===== src/sbmq_pkg.sv =====
// ----------------------------------------------------------------------------
// sbmq_pkg
// Shared types, sizes and codes for the shared-buffer multi-queue.
// ----------------------------------------------------------------------------
package sbmq_pkg;

  // Store and queue counts
  localparam int SLOTS   = 64;
  localparam int QUEUES  = 4;

  // Field widths fixed by the item format
  localparam int DATA_W  = 32;
  localparam int QID_W   = 2;
  localparam int ST_W    = 2;

  // Slot index and pointer widths; the pointer holds SLOTS as null
  localparam int IDX_W   = (SLOTS > 1) ? $clog2(SLOTS) : 1;
  localparam int PTR_W   = $clog2(SLOTS + 1);
  localparam int QIDX_W  = (QUEUES > 1) ? $clog2(QUEUES) : 1;

  localparam logic [PTR_W-1:0] NIL = PTR_W'(SLOTS);

  // Operation codes
  localparam logic ACT_PUSH = 1'b0;
  localparam logic ACT_POP  = 1'b1;

  // Status codes
  localparam logic [ST_W-1:0] ST_OK       = 2'd0;
  localparam logic [ST_W-1:0] ST_OVERFLOW = 2'd1;
  localparam logic [ST_W-1:0] ST_EMPTY    = 2'd2;

  typedef struct packed {
    logic                     action;
    logic [QID_W-1:0]         queue_id;
    logic signed [DATA_W-1:0] data_in;
  } in_item_t;

  typedef struct packed {
    logic signed [DATA_W-1:0] data_out;
    logic [ST_W-1:0]          status;
  } out_item_t;

  // Commands from the controller to the datapath
  typedef struct packed {
    logic accept;
    logic commit;
  } ctrl_cmd_t;

  // Reset content of a link entry: each slot points at the next one,
  // and the last one points at null
  function automatic logic [PTR_W-1:0] link_reset(input logic [IDX_W-1:0] idx);
    link_reset = PTR_W'(idx) + PTR_W'(1);
  endfunction

endpackage


===== src/sbmq_ram.sv =====
// ----------------------------------------------------------------------------
// sbmq_ram
// Generic simple dual-port RAM: one write port, one registered read port.
// ----------------------------------------------------------------------------
module sbmq_ram #(
  parameter int WIDTH = 32,
  parameter int DEPTH = 64
) (
  input  logic                             clk,
  input  logic                             we,
  input  logic [$clog2(DEPTH)-1:0]         waddr,
  input  logic [WIDTH-1:0]                 wdata,
  input  logic [$clog2(DEPTH)-1:0]         raddr,
  output logic [WIDTH-1:0]                 rdata
);

  logic [WIDTH-1:0] mem_r [DEPTH];
  logic [WIDTH-1:0] rdata_r;

  // Write one word, read one word
  always_ff @(posedge clk) begin
    if (we) begin
      mem_r[waddr] <= wdata;
    end
    rdata_r <= mem_r[raddr];
  end

  assign rdata = rdata_r;

endmodule


===== src/sbmq_ctrl.sv =====
// ----------------------------------------------------------------------------
// sbmq_ctrl
// Two-state sequencer: take a request, then commit it in the next cycle.
// ----------------------------------------------------------------------------
module sbmq_ctrl (
  input  logic                 clk,
  input  logic                 rst_n,
  input  logic                 start,
  output logic                 busy,
  output sbmq_pkg::ctrl_cmd_t  cmd,
  output logic                 out_valid
);

  localparam logic ST_IDLE   = 1'b0;
  localparam logic ST_COMMIT = 1'b1;

  logic state_r;
  logic state_nxt;
  logic out_valid_r;

  // Decode commands
  always_comb begin
    cmd.accept = 1'b0;
    cmd.commit = 1'b0;
    state_nxt  = state_r;
    unique case (state_r)
      ST_IDLE: begin
        if (start) begin
          cmd.accept = 1'b1;
          state_nxt  = ST_COMMIT;
        end
      end
      ST_COMMIT: begin
        cmd.commit = 1'b1;
        state_nxt  = ST_IDLE;
      end
      default: begin
        state_nxt = ST_IDLE;
      end
    endcase
  end

  // Advance state and raise the result strobe after each commit
  always_ff @(posedge clk) begin
    if (!rst_n) begin
      state_r     <= ST_IDLE;
      out_valid_r <= 1'b0;
    end else begin
      state_r     <= state_nxt;
      out_valid_r <= cmd.commit;
    end
  end

  assign busy      = (state_r == ST_COMMIT);
  assign out_valid = out_valid_r;

endmodule


===== src/sbmq_dpath.sv =====
// ----------------------------------------------------------------------------
// sbmq_dpath
// Pointer registers, link and data stores, and the result register.
// ----------------------------------------------------------------------------
module sbmq_dpath (
  input  logic                 clk,
  input  logic                 rst_n,
  input  sbmq_pkg::ctrl_cmd_t  cmd,
  input  sbmq_pkg::in_item_t   in_item,
  output sbmq_pkg::out_item_t  out_item
);

  localparam int IDX_W  = sbmq_pkg::IDX_W;
  localparam int PTR_W  = sbmq_pkg::PTR_W;
  localparam int QIDX_W = sbmq_pkg::QIDX_W;
  localparam int DATA_W = sbmq_pkg::DATA_W;
  localparam int SLOTS  = sbmq_pkg::SLOTS;
  localparam int QUEUES = sbmq_pkg::QUEUES;

  // Pointer state
  logic [PTR_W-1:0] free_head_r, free_head_nxt;
  logic [PTR_W-1:0] head_r [QUEUES];
  logic [PTR_W-1:0] tail_r [QUEUES];
  logic [SLOTS-1:0] link_vld_r;

  // Request held from accept to commit
  logic              op_r;
  logic [QIDX_W-1:0] qidx_r;
  logic [IDX_W-1:0]  slot_r;
  logic              fail_r;
  logic              q_empty_r;
  logic              rd_vld_r;

  sbmq_pkg::out_item_t out_r, out_nxt;

  // Accept-cycle decode
  logic              acc_q_ok;
  logic [QIDX_W-1:0] acc_qidx;
  logic [PTR_W-1:0]  acc_head;
  logic [PTR_W-1:0]  acc_tail;
  logic [PTR_W-1:0]  acc_slot;
  logic              acc_empty;
  logic              acc_fail;

  // Store ports
  logic              link_we;
  logic [IDX_W-1:0]  link_waddr;
  logic [PTR_W-1:0]  link_wdata;
  logic [IDX_W-1:0]  rd_addr;
  logic [PTR_W-1:0]  link_rdata;
  logic              data_we;
  logic [DATA_W-1:0] data_rdata;
  logic [PTR_W-1:0]  link_val;

  // Look up the addressed queue and pick the slot at hand
  always_comb begin
    acc_q_ok  = (32'(in_item.queue_id) < QUEUES);
    acc_qidx  = QIDX_W'(in_item.queue_id);
    acc_head  = head_r[acc_qidx];
    acc_tail  = tail_r[acc_qidx];
    acc_empty = (acc_head == sbmq_pkg::NIL);
    if (in_item.action == sbmq_pkg::ACT_PUSH) begin
      acc_slot = free_head_r;
      acc_fail = !acc_q_ok || (free_head_r == sbmq_pkg::NIL);
    end else begin
      acc_slot = acc_head;
      acc_fail = !acc_q_ok || acc_empty;
    end
    rd_addr = acc_slot[IDX_W-1:0];
    data_we = cmd.accept && (in_item.action == sbmq_pkg::ACT_PUSH) && !acc_fail;
  end

  // Link of the slot read at accept; an entry never written holds its reset link
  assign link_val = rd_vld_r ? link_rdata : sbmq_pkg::link_reset(slot_r);

  // Share the link write port: tail link at accept, slot link at commit
  always_comb begin
    link_we    = 1'b0;
    link_waddr = slot_r;
    link_wdata = sbmq_pkg::NIL;
    if (cmd.accept && (in_item.action == sbmq_pkg::ACT_PUSH) && !acc_fail && !acc_empty) begin
      link_we    = 1'b1;
      link_waddr = acc_tail[IDX_W-1:0];
      link_wdata = free_head_r;
    end else if (cmd.commit && !fail_r) begin
      link_we    = 1'b1;
      link_waddr = slot_r;
      link_wdata = (op_r == sbmq_pkg::ACT_PUSH) ? sbmq_pkg::NIL : free_head_r;
    end
  end

  // Free head and result at commit
  always_comb begin
    free_head_nxt     = free_head_r;
    out_nxt.data_out  = '0;
    out_nxt.status    = sbmq_pkg::ST_OK;
    if (fail_r) begin
      out_nxt.status = (op_r == sbmq_pkg::ACT_PUSH) ? sbmq_pkg::ST_OVERFLOW
                                                     : sbmq_pkg::ST_EMPTY;
    end else if (op_r == sbmq_pkg::ACT_PUSH) begin
      free_head_nxt = link_val;
    end else begin
      free_head_nxt    = PTR_W'(slot_r);
      out_nxt.data_out = data_rdata;
    end
  end

  sbmq_ram #(
    .WIDTH (PTR_W),
    .DEPTH (SLOTS)
  ) u_link_ram (
    .clk   (clk),
    .we    (link_we),
    .waddr (link_waddr),
    .wdata (link_wdata),
    .raddr (rd_addr),
    .rdata (link_rdata)
  );

  sbmq_ram #(
    .WIDTH (DATA_W),
    .DEPTH (SLOTS)
  ) u_data_ram (
    .clk   (clk),
    .we    (data_we),
    .waddr (rd_addr),
    .wdata (in_item.data_in),
    .raddr (rd_addr),
    .rdata (data_rdata)
  );

  // Hold the request across the read cycle
  always_ff @(posedge clk) begin
    if (cmd.accept) begin
      op_r      <= in_item.action;
      qidx_r    <= acc_qidx;
      slot_r    <= acc_slot[IDX_W-1:0];
      fail_r    <= acc_fail;
      q_empty_r <= acc_empty;
      rd_vld_r  <= link_vld_r[rd_addr];
    end
    if (cmd.commit) begin
      out_r <= out_nxt;
    end
  end

  // Update pointers and link valid bits
  always_ff @(posedge clk) begin
    if (!rst_n) begin
      free_head_r <= '0;
      link_vld_r  <= '0;
      for (int i = 0; i < QUEUES; i++) begin
        head_r[i] <= sbmq_pkg::NIL;
        tail_r[i] <= sbmq_pkg::NIL;
      end
    end else begin
      if (link_we) begin
        link_vld_r[link_waddr] <= 1'b1;
      end
      if (cmd.commit) begin
        free_head_r <= free_head_nxt;
      end
      if (cmd.commit && !fail_r) begin
        if (op_r == sbmq_pkg::ACT_PUSH) begin
          if (q_empty_r) begin
            head_r[qidx_r] <= PTR_W'(slot_r);
          end
          tail_r[qidx_r] <= PTR_W'(slot_r);
        end else begin
          head_r[qidx_r] <= link_val;
          if (link_val == sbmq_pkg::NIL) begin
            tail_r[qidx_r] <= sbmq_pkg::NIL;
          end
        end
      end
    end
  end

  assign out_item = out_r;

endmodule


===== src/shared_buffer_multi_queue.sv =====
// ----------------------------------------------------------------------------
// shared_buffer_multi_queue
// Several FIFO queues kept as linked lists in one shared slot store.
// ----------------------------------------------------------------------------
// A request is taken when start is high and busy is low. Every request gives
// exactly one result, shown on out_item for a single cycle with out_valid
// high; the receiver cannot stall it, so it must take the beat when it comes.
// An item has an accept cycle and a commit cycle: the accept cycle reads the
// slot's link entry from the registered-read link RAM, and the following
// cycle writes the pointers and the link back. busy is high in the commit
// cycle only; the result strobe comes in the cycle after it, while the next
// request may already be taken. Link reset values come from per-slot valid
// bits, so the block is ready right after reset with no clearing pass.
module shared_buffer_multi_queue (
  input  logic                 clk,
  input  logic                 rst_n,
  input  logic                 start,
  output logic                 busy,
  input  sbmq_pkg::in_item_t   in_item,
  output logic                 out_valid,
  output sbmq_pkg::out_item_t  out_item
);

  sbmq_pkg::ctrl_cmd_t cmd;

  sbmq_ctrl u_ctrl (
    .clk       (clk),
    .rst_n     (rst_n),
    .start     (start),
    .busy      (busy),
    .cmd       (cmd),
    .out_valid (out_valid)
  );

  sbmq_dpath u_dpath (
    .clk      (clk),
    .rst_n    (rst_n),
    .cmd      (cmd),
    .in_item  (in_item),
    .out_item (out_item)
  );

endmodule


===== config.mk =====
export PLATFORM = sky130hd
export DESIGN_NAME = shared_buffer_multi_queue
export DESIGN_NICKNAME = d
export VERILOG_FILES = /design/src/sbmq_pkg.sv /design/src/sbmq_ram.sv /design/src/sbmq_ctrl.sv /design/src/sbmq_dpath.sv /design/src/shared_buffer_multi_queue.sv
export SDC_FILE = /design/constraint.sdc
export NUM_CORES = 2
export LEC_CHECK = 0
export BUFFER_PORTS_ARGS = -buffer_cell sky130_fd_sc_hd__clkbuf_2
export CELL_PAD_IN_SITES_DETAIL_PLACEMENT = 1
export CELL_PAD_IN_SITES_GLOBAL_PLACEMENT = 1
export CORE_AREA = 3 3 551 553
export DETAILED_ROUTE_END_ITERATION = 8
export DIE_AREA = 0 0 554 556
export GPL_TIMING_DRIVEN = 0
export PLACE_DENSITY_LB_ADDON = 0.1
export SLEW_MARGIN = 20
export SYNTH_ARGS = -nofsm -noshare
export SYNTH_HDL_FRONTEND = slang
export SYNTH_SLANG_ARGS = --single-unit

===== constraint.sdc =====
create_clock -name clk -period 8.8 [get_ports clk]
set_clock_uncertainty 0.15 [all_clocks]
set_input_delay 1.76 -clock clk [delete_from_list [all_inputs] [get_ports clk]]
set_output_delay 1.76 -clock clk [all_outputs]
set_load 0.02 [all_outputs]

## Word level (Yosys, flattened, before mapping)

Memory sizes are Yosys's and may differ from the RTL's. A register that Yosys moved wholly into a read port is not among the register bits.
Index checks and enable logic that the tools add are counted.
W data, S select, Z words.

- Reductions and logical operators: 12
- Div/mod/pow operators: 0
- $add $sub $neg: 1
- Shift-type cells: 0
- $mul: 0
- Bitwise operators: 7
- Equal/unequal tests: 3
- Mux-type cells: 50
- Magnitude comparators: 3

Operators with widths:

| operator | number |
|---|---|
| $or A64 B64 Y64 | 1 |
| $mux W7 | 9 |
| $mux W1 | 33 |
| $eq A7 B7 Y1 const B | 3 |
| $lt A6 B7 Y1 const B | 2 |
| $reduce_or A7 Y1 | 2 |
| $mux W6 | 2 |
| $add A6 B1 Y7 const B | 1 |
| $bmux W1 S6 | 1 |
| $demux W1 S6 | 1 |
| $ge A6 B1 Y1 const B | 1 |
| $mux W2 | 3 |
| $logic_and A1 B1 Y1 | 5 |
| $not A1 Y1 | 4 |
| $logic_not A1 Y1 | 3 |
| $or A1 B1 Y1 | 2 |
| $pmux W1 S2 | 1 |
| $reduce_and A2 Y1 | 1 |
| $reduce_or A2 Y1 | 1 |

- Memories: 4
- Latch bits: 0
- Bits in registers: 119
- Bits in read-only memories: 0
- Output and inout bits: 36
- Input port bits: 38
- Word-level logic and storage cells: 92
- RAM bits: 2,552

Memories:

| name | depth | width | read ports | clocked after memory_dff | wr ports | RTL line | RTL |
|---|---|---|---|---|---|---|---|
| u_dpath.u_data_ram.mem_r | 64 | 32 | 1 | 1 | 1 | sbmq_ram.sv:17 | `logic [WIDTH-1:0] mem_r [DEPTH];` |
| u_dpath.u_link_ram.mem_r | 64 | 7 | 1 | 1 | 1 | sbmq_ram.sv:17 |  |
| u_dpath.head_r | 4 | 7 | 1 | 0 | 4 | sbmq_dpath.sv:22 | `logic [PTR_W-1:0] head_r [QUEUES];` |
| u_dpath.tail_r | 4 | 7 | 1 | 0 | 4 | sbmq_dpath.sv:23 | `logic [PTR_W-1:0] tail_r [QUEUES];` |

## Logic depth before layout (Yosys ltp)

An unclocked memory read counts as a cell.

- Word-level depth: 12
- Depth in mapped cells: 15
- Mapped depth without buffers: 9

## Modules after synthesis

From an unflattened synthesis, not the netlist that was laid out.

- Cell total of the unflattened synthesis: 4,844
- Area total of the unflattened synthesis: 104,158.6 µm²

Modules (own cells, without submodules):

| module | cells each | area an instance (µm²) | times used | sequential area each (µm²) |
|---|---|---|---|---|
| sbmq_ram (u_dpath.u_data_ram) | 3,324 | 78,515.3 | 1 | 62,139.6 |
| sbmq_ram (u_dpath.u_link_ram) | 827 | 17,635.7 | 1 | 13,593.0 |
| sbmq_dpath | 686 | 7,926.4 | 1 | 4,364.2 |
| sbmq_ctrl | 7 | 81.3 | 1 | 40.0 |

## Least setup slack after synthesis

Ideal clock, no wire load.

- Path kind: in2reg
- Start point: input port in_item[32] (netlist name)
- End point: memory u_dpath.u_data_ram.mem_r[33][0], enable pin
- Path buffers: 3
- Data required time: 8.189 ns
- Arrival time: 6.063 ns
- Setup time: 0.461 ns
- Stages: 9
- Path slack: 2.126 ns
- Cell sequence: buf_2 > mux4_2 > mux2i_2 > inv_2 > buf_2 > nor3_1 > clkbuf_1 > nand2_1 > nor3_1

- Elaborated cells between the ends (all ways): 8
- Classes of those cells: eq/ne: 1; mux: 4; reduce/logical: 2; memory: 1

RTL lines:

| element | RTL line | RTL |
|---|---|---|
| from (decl) | shared_buffer_multi_queue.sv:19 | `input sbmq_pkg::in_item_t in_item,` |
| $mem_v2 Z4 W7 | n/a |  |
| $mux W6 | sbmq_dpath.sv:62 | `if (in_item.action == sbmq_pkg::ACT_PUSH) begin` |
| net u_dpath.acc_slot[4] | sbmq_dpath.sv:41 | `logic [PTR_W-1:0] acc_slot;` |
| to (decl) | sbmq_ram.sv:17 |  |

The timed path passes the listed nets, and every way through them passes these cells.

## Worst setup path after layout

- Start point: input port in_item[32] (netlist name)
- End point: memory u_dpath.u_data_ram.mem_r[53][26], enable pin

- Longest elaborated chain between the ends: 7
- Elaborated cells between the ends (all ways): 8
- Classes of those cells: eq/ne: 1; mux: 4; reduce/logical: 2; memory: 1

RTL lines:

| element | RTL line | RTL |
|---|---|---|
| $mem_v2 Z4 W7 (*) | n/a |  |
| $eq A7 B7 Y1 | sbmq_dpath.sv:61 | `acc_empty = (acc_head == sbmq_pkg::NIL);` |
| $mux W1 | sbmq_dpath.sv:62 |  |
| $logic_not A1 Y1 | sbmq_dpath.sv:70 | `data_we = cmd.accept && (in_item.action == sbmq_pkg::ACT_PUSH) && !acc_fail;` |
| $logic_and A1 B1 Y1 | sbmq_dpath.sv:70 |  |
| $mux W1 | sbmq_ram.sv:22 | `if (we) begin` |
| $mux W1 (implied by the code) | sbmq_ram.sv:23 | `mem_r[waddr] <= wdata;` |

Mark *: on every way between the ends. The rest lies on a longest branch, timed or not.

==> results by group <==
Drt
  – Total wire length after detailed routing: 519 mm
  – Final ANT Viol Nets: 0
  – Final routed DRC violation total: 0
  – Vias after detailed routing: 72,700
  – Vias per inst: 6.21
  – DR WL/cell: 44.3 microns
  – Starting DRC count in detailed routing: 12,900
  – Drt pass-1 iters: 6

Finish
  – Area occupied by registers: 80,100 sq um
  – Fraction of final layout cells with drive strength greater than 1: 16.6%
  – Fillers: 29,700
  – Final standard cell count with taps included and fillers excluded: 11,700
  – Area growth syn-to-layout: 19.6%
  – Commonest cells after routing, fill and taps aside: sky130_fd_sc_hd__edfxtp_1 (2,594), sky130_fd_sc_hd__nand2_1 (1,019), sky130_fd_sc_hd__mux2i_1 (362)
  – Area of combinational cells with multiple inputs: 23,000 sq um
  – Most common cell after layout, fill and taps aside: sky130_fd_sc_hd__edfxtp_1
  – # nets final: 7,508

Global routing
  – Wire length of the first global-routing pass: 671 mm
  – Total congestion overflow after global routing: 0
  – Total track usage: 32.8%
  – Largest net degree at the start of global routing: 65
  – Global routing's busiest layer: met2
  – Via count of the first global-routing pass: 69,800
  – Global routing usage on met3: 7.30%
  – Number of antenna violations at the first check in global routing: 68
  – Grt met2 use: 49.0%
  – Met1 capacity usage during global routing: 43.9%

Clock network
  – Clock transition at path regs: 0.06 ns
  – Number of sinks on the clock net: 2,706
  – Clock tree from TritonCTS: yes
  – CTS Root Buffer Type: sky130_fd_sc_hd__clkbuf_16
  – Insertion delay to the later sink of the worst-skew pair: 0.95 ns
  – Post-CTS Setup Inserts: 0
  – Number of gates resized after cts: 0
  – Clock buffer count from CTS: 308
  – Number of buffers inserted for hold repair after clock tree synthesis: 0
  – CTS H-Tree Depth: 5
  – Number of buffers on the longest clock path: 4

Setup path
  – CP Launch Type: primary input
  – Worst-case register-to-register setup slack: 1.91 ns
  – Largest fanout on the critical path: 14
  – Critical path class: primary input to flip-flop
  – Endpoint kind of the worst setup timing path: flip-flop
  – WP data required: 9.26 ns
  – Cells on worst reg2reg path: 11
  – Worst EP arrival: 8.27 ns

STA
  – Setup repair after global routing missed its margin: no
  – Smallest setup slack after layout: 0.992 ns
  – Max Transition Viols Final: 0
  – Fmax: 0.128 GHz
  – Final hold vios: 0
  – Setup violators final: 0
  – Period Utilization, post-route: 88.7%
  – Final total negative setup slack: 0 ns
  – Relative slew slack: 10.4%
  – Tightest Pin Transition: 1.34 ns
  – Time the worst path needs with I/O delays and setup: 7.81 ns

Floorplan
  – Initial core utilization: 34.9%
  – Die footprint: 308,000 sq um
  – Die width: 554 microns
  – Die span in y: 556 microns
  – Core outline area: 299,000 sq um
  – Total I/O pin count: 74
  – Row Count: 201

Placed design
  – Routability Congestion: 0.938
  – HPWL after detailed placement: 372 mm
  – Number of cells after detailed placement: 11,100
  – Post-Place Worst Slack: 0.289 ns
  – Count of buffers from port buffering: 72

Power
  – Sequential cell fraction of total power: 48.1%
  – Leakage power: 40.8 nW
  – Relative contribution of the clock network to total power: 42.1%
  – Net switching share of the total power: 26.3%
  – Switching power: 7.80 mW
  – Total power density per cell area: 237 nW/um^2
  – Comb pwr share: 9.9%
  – VDD IR max: 0.000181 V
  – Cell Int Power: 21.9 mW

Synthesis
  – Post-Syn Area: 105,000 sq um
  – Synthesized netlist net count: 6,876
  – Primary FF master, synth: sky130_fd_sc_hd__edfxtp_1
  – Register area share after synthesis: 76.7%
  – Per-instance average area after synthesis: 15.3 sq um
  – Cell type with the largest total area after synthesis: sky130_fd_sc_hd__edfxtp_1
  – Synthesized instance count: 6,837
  – Number of enable-type register cells in the synthesized netlist: 2,594
  – Synth top area cells: sky130_fd_sc_hd__edfxtp_1 (75%), sky130_fd_sc_hd__nand2_1 (3.7%), sky130_fd_sc_hd__mux2i_1 (3.5%), sky130_fd_sc_hd__dfxtp_1 (2.1%), sky130_fd_sc_hd__a21oi_1 (1.6%)
  – Number of warnings printed during yosys synthesis: 0
  – Yosys top cell area share: 74.5%
  – Synth Register Bits: 2,706
  – Synth cell types: 77
  – Synth async-reset ratio: 0%

Run status
  – Outcome: finished, final reports clean

Hold path
  – Worst hold path cell count: 2
  – Worst min-delay path category: flip-flop to flip-flop

Run
  – MaxCap Viol Count: 0
## final timing paths
path                               from                               end
setup / recovery            in_item[32]  u_dpath.u_data_ram.mem_r[53][26]
setup reg to reg   u_dpath.head_r[0][1]  u_dpath.u_data_ram.mem_r[53][26]
hold reg to reg   u_dpath.link_vld_r[8]             u_dpath.link_vld_r[8]
hold / removal    u_dpath.link_vld_r[8]             u_dpath.link_vld_r[8]
## power by group through the flow
stage / Sequential [mW] / Combinational (mW) / Clock [mW]
finish: 14.3 / 2.92 / 12.5
global route: 14.3 / 2.92 / 13.1
CTS: 14.3 / 2.83 / 12.6
detailed placement: 14.5 / 2.82 / 0
global placement: 14.6 / 2.67 / 0
floorplan: 14.5 / 1.07 / 0
## cell usage after synthesis (17+ instances only)
cell type	number
sky130_fd_sc_hd__edfxtp_1	2594
sky130_fd_sc_hd__nand2_1	1021
sky130_fd_sc_hd__mux2i_1	362
sky130_fd_sc_hd__a21oi_1	336
sky130_fd_sc_hd__nand3_1	271
sky130_fd_sc_hd__nor2_1	237
sky130_fd_sc_hd__o21ai_0	225
sky130_fd_sc_hd__a22oi_1	194
sky130_fd_sc_hd__o22ai_1	185
sky130_fd_sc_hd__clkbuf_1	182
sky130_fd_sc_hd__buf_2	180
sky130_fd_sc_hd__dfxtp_1	112
sky130_fd_sc_hd__a221oi_1	80
sky130_fd_sc_hd__a22o_1	75
sky130_fd_sc_hd__mux2_2	63
sky130_fd_sc_hd__and2_1	62
sky130_fd_sc_hd__buf_1	54
sky130_fd_sc_hd__a211oi_1	43
sky130_fd_sc_hd__a31oi_1	43
sky130_fd_sc_hd__and3_1	39
sky130_fd_sc_hd__mux2_1	35
sky130_fd_sc_hd__or4_1	32
sky130_fd_sc_hd__a222oi_1	31
sky130_fd_sc_hd__o2bb2ai_1	31
sky130_fd_sc_hd__nor3_1	30
sky130_fd_sc_hd__a32oi_1	20
sky130_fd_sc_hd__nand4_1	20
sky130_fd_sc_hd__o211ai_1	20
sky130_fd_sc_hd__a311oi_1	18
sky130_fd_sc_hd__nor2b_1	17
## registers in the layout, summed over array words and instances, names as in the netlist, 2 cells and up
signal,flops
u_dpath.u_data_ram.mem_r,2048
u_dpath.u_link_ram.mem_r,448
u_dpath.link_vld_r,64
u_dpath.out_item,34
u_dpath.u_data_ram.rdata,32
u_dpath.head_r,28
u_dpath.tail_r,24
u_dpath.free_head_r,7
u_dpath.u_link_ram.rdata,7
u_dpath.slot_r,6
u_dpath.qidx_r,2
## metrics by stage
stage          utilization (%)  area (sq um)  total power, mW  hold slack, ns
3_3_place_gp              36.7        110000             17.2           0.284
5_1_grt                   41.8        125000             30.3           0.333
4_1_cts                   41.8        125000             29.7           0.309
6_report                  41.8        125000             29.7           0.307
2_1_floorplan                -        105000             15.6           0.275
3_5_place_dp              38.6        115000             17.4           0.297
## area by class of cell
class / count / share of cell area (%)
antenna: 29 / 0.0580
inverter: 13 / 0.0390
sequential: 2706 / 64.1
tap: 3958 / 3.96
clock buffer: 415 / 6.69
timing repair buffer: 322 / 4.13
multi-input combinational: 3674 / 18.4
clock inverter: 137 / 0.928
buffer: 444 / 1.76
## critical path, stage by stage
cell	delay, ns
sky130_fd_sc_hd__clkbuf_2	0.14
sky130_fd_sc_hd__buf_2	0.24
sky130_fd_sc_hd__and2b_2	0.31
sky130_fd_sc_hd__a221oi_4	0.96
sky130_fd_sc_hd__inv_2	0.31
sky130_fd_sc_hd__nor3_2	1.00
sky130_fd_sc_hd__buf_2	0.58
sky130_fd_sc_hd__buf_2	0.55
sky130_fd_sc_hd__buf_2	0.52
sky130_fd_sc_hd__nand2_1	0.54
sky130_fd_sc_hd__nor2_4	0.80
sky130_fd_sc_hd__buf_12	0.27
sky130_fd_sc_hd__buf_16	0.18
## kinds of logic (layout without fill, tap and decap cells)
family | count (synthesis) | in the layout | synth area share, %
AOI/OAI and AO/OA | 1410 | 1410 | 9.07
xor gates and xnor gates | 3 | 3 | 0.0251
adders and majority gates | 1 | 1 | 0.0120
buffers and inverters | 457 | 1331 | 2.00
DFF | 2706 | 2706 | 76.7
muxes | 476 | 476 | 4.84
other | 0 | 29 | 0
and+or+nand+nor | 1784 | 1784 | 7.38
## layer usage
| metal | vias up | share of wire (%) |
|---|---|---|
| met2 | 4905 | 44 |
| met5 | - | 0.026 |
| met4 | 20 | 6.9 |
| li1 | 27900 | - |
| met1 | 38600 | 39 |
| met3 | 1172 | 11 |
Note: power is estimated with default switching activity, not from simulation.
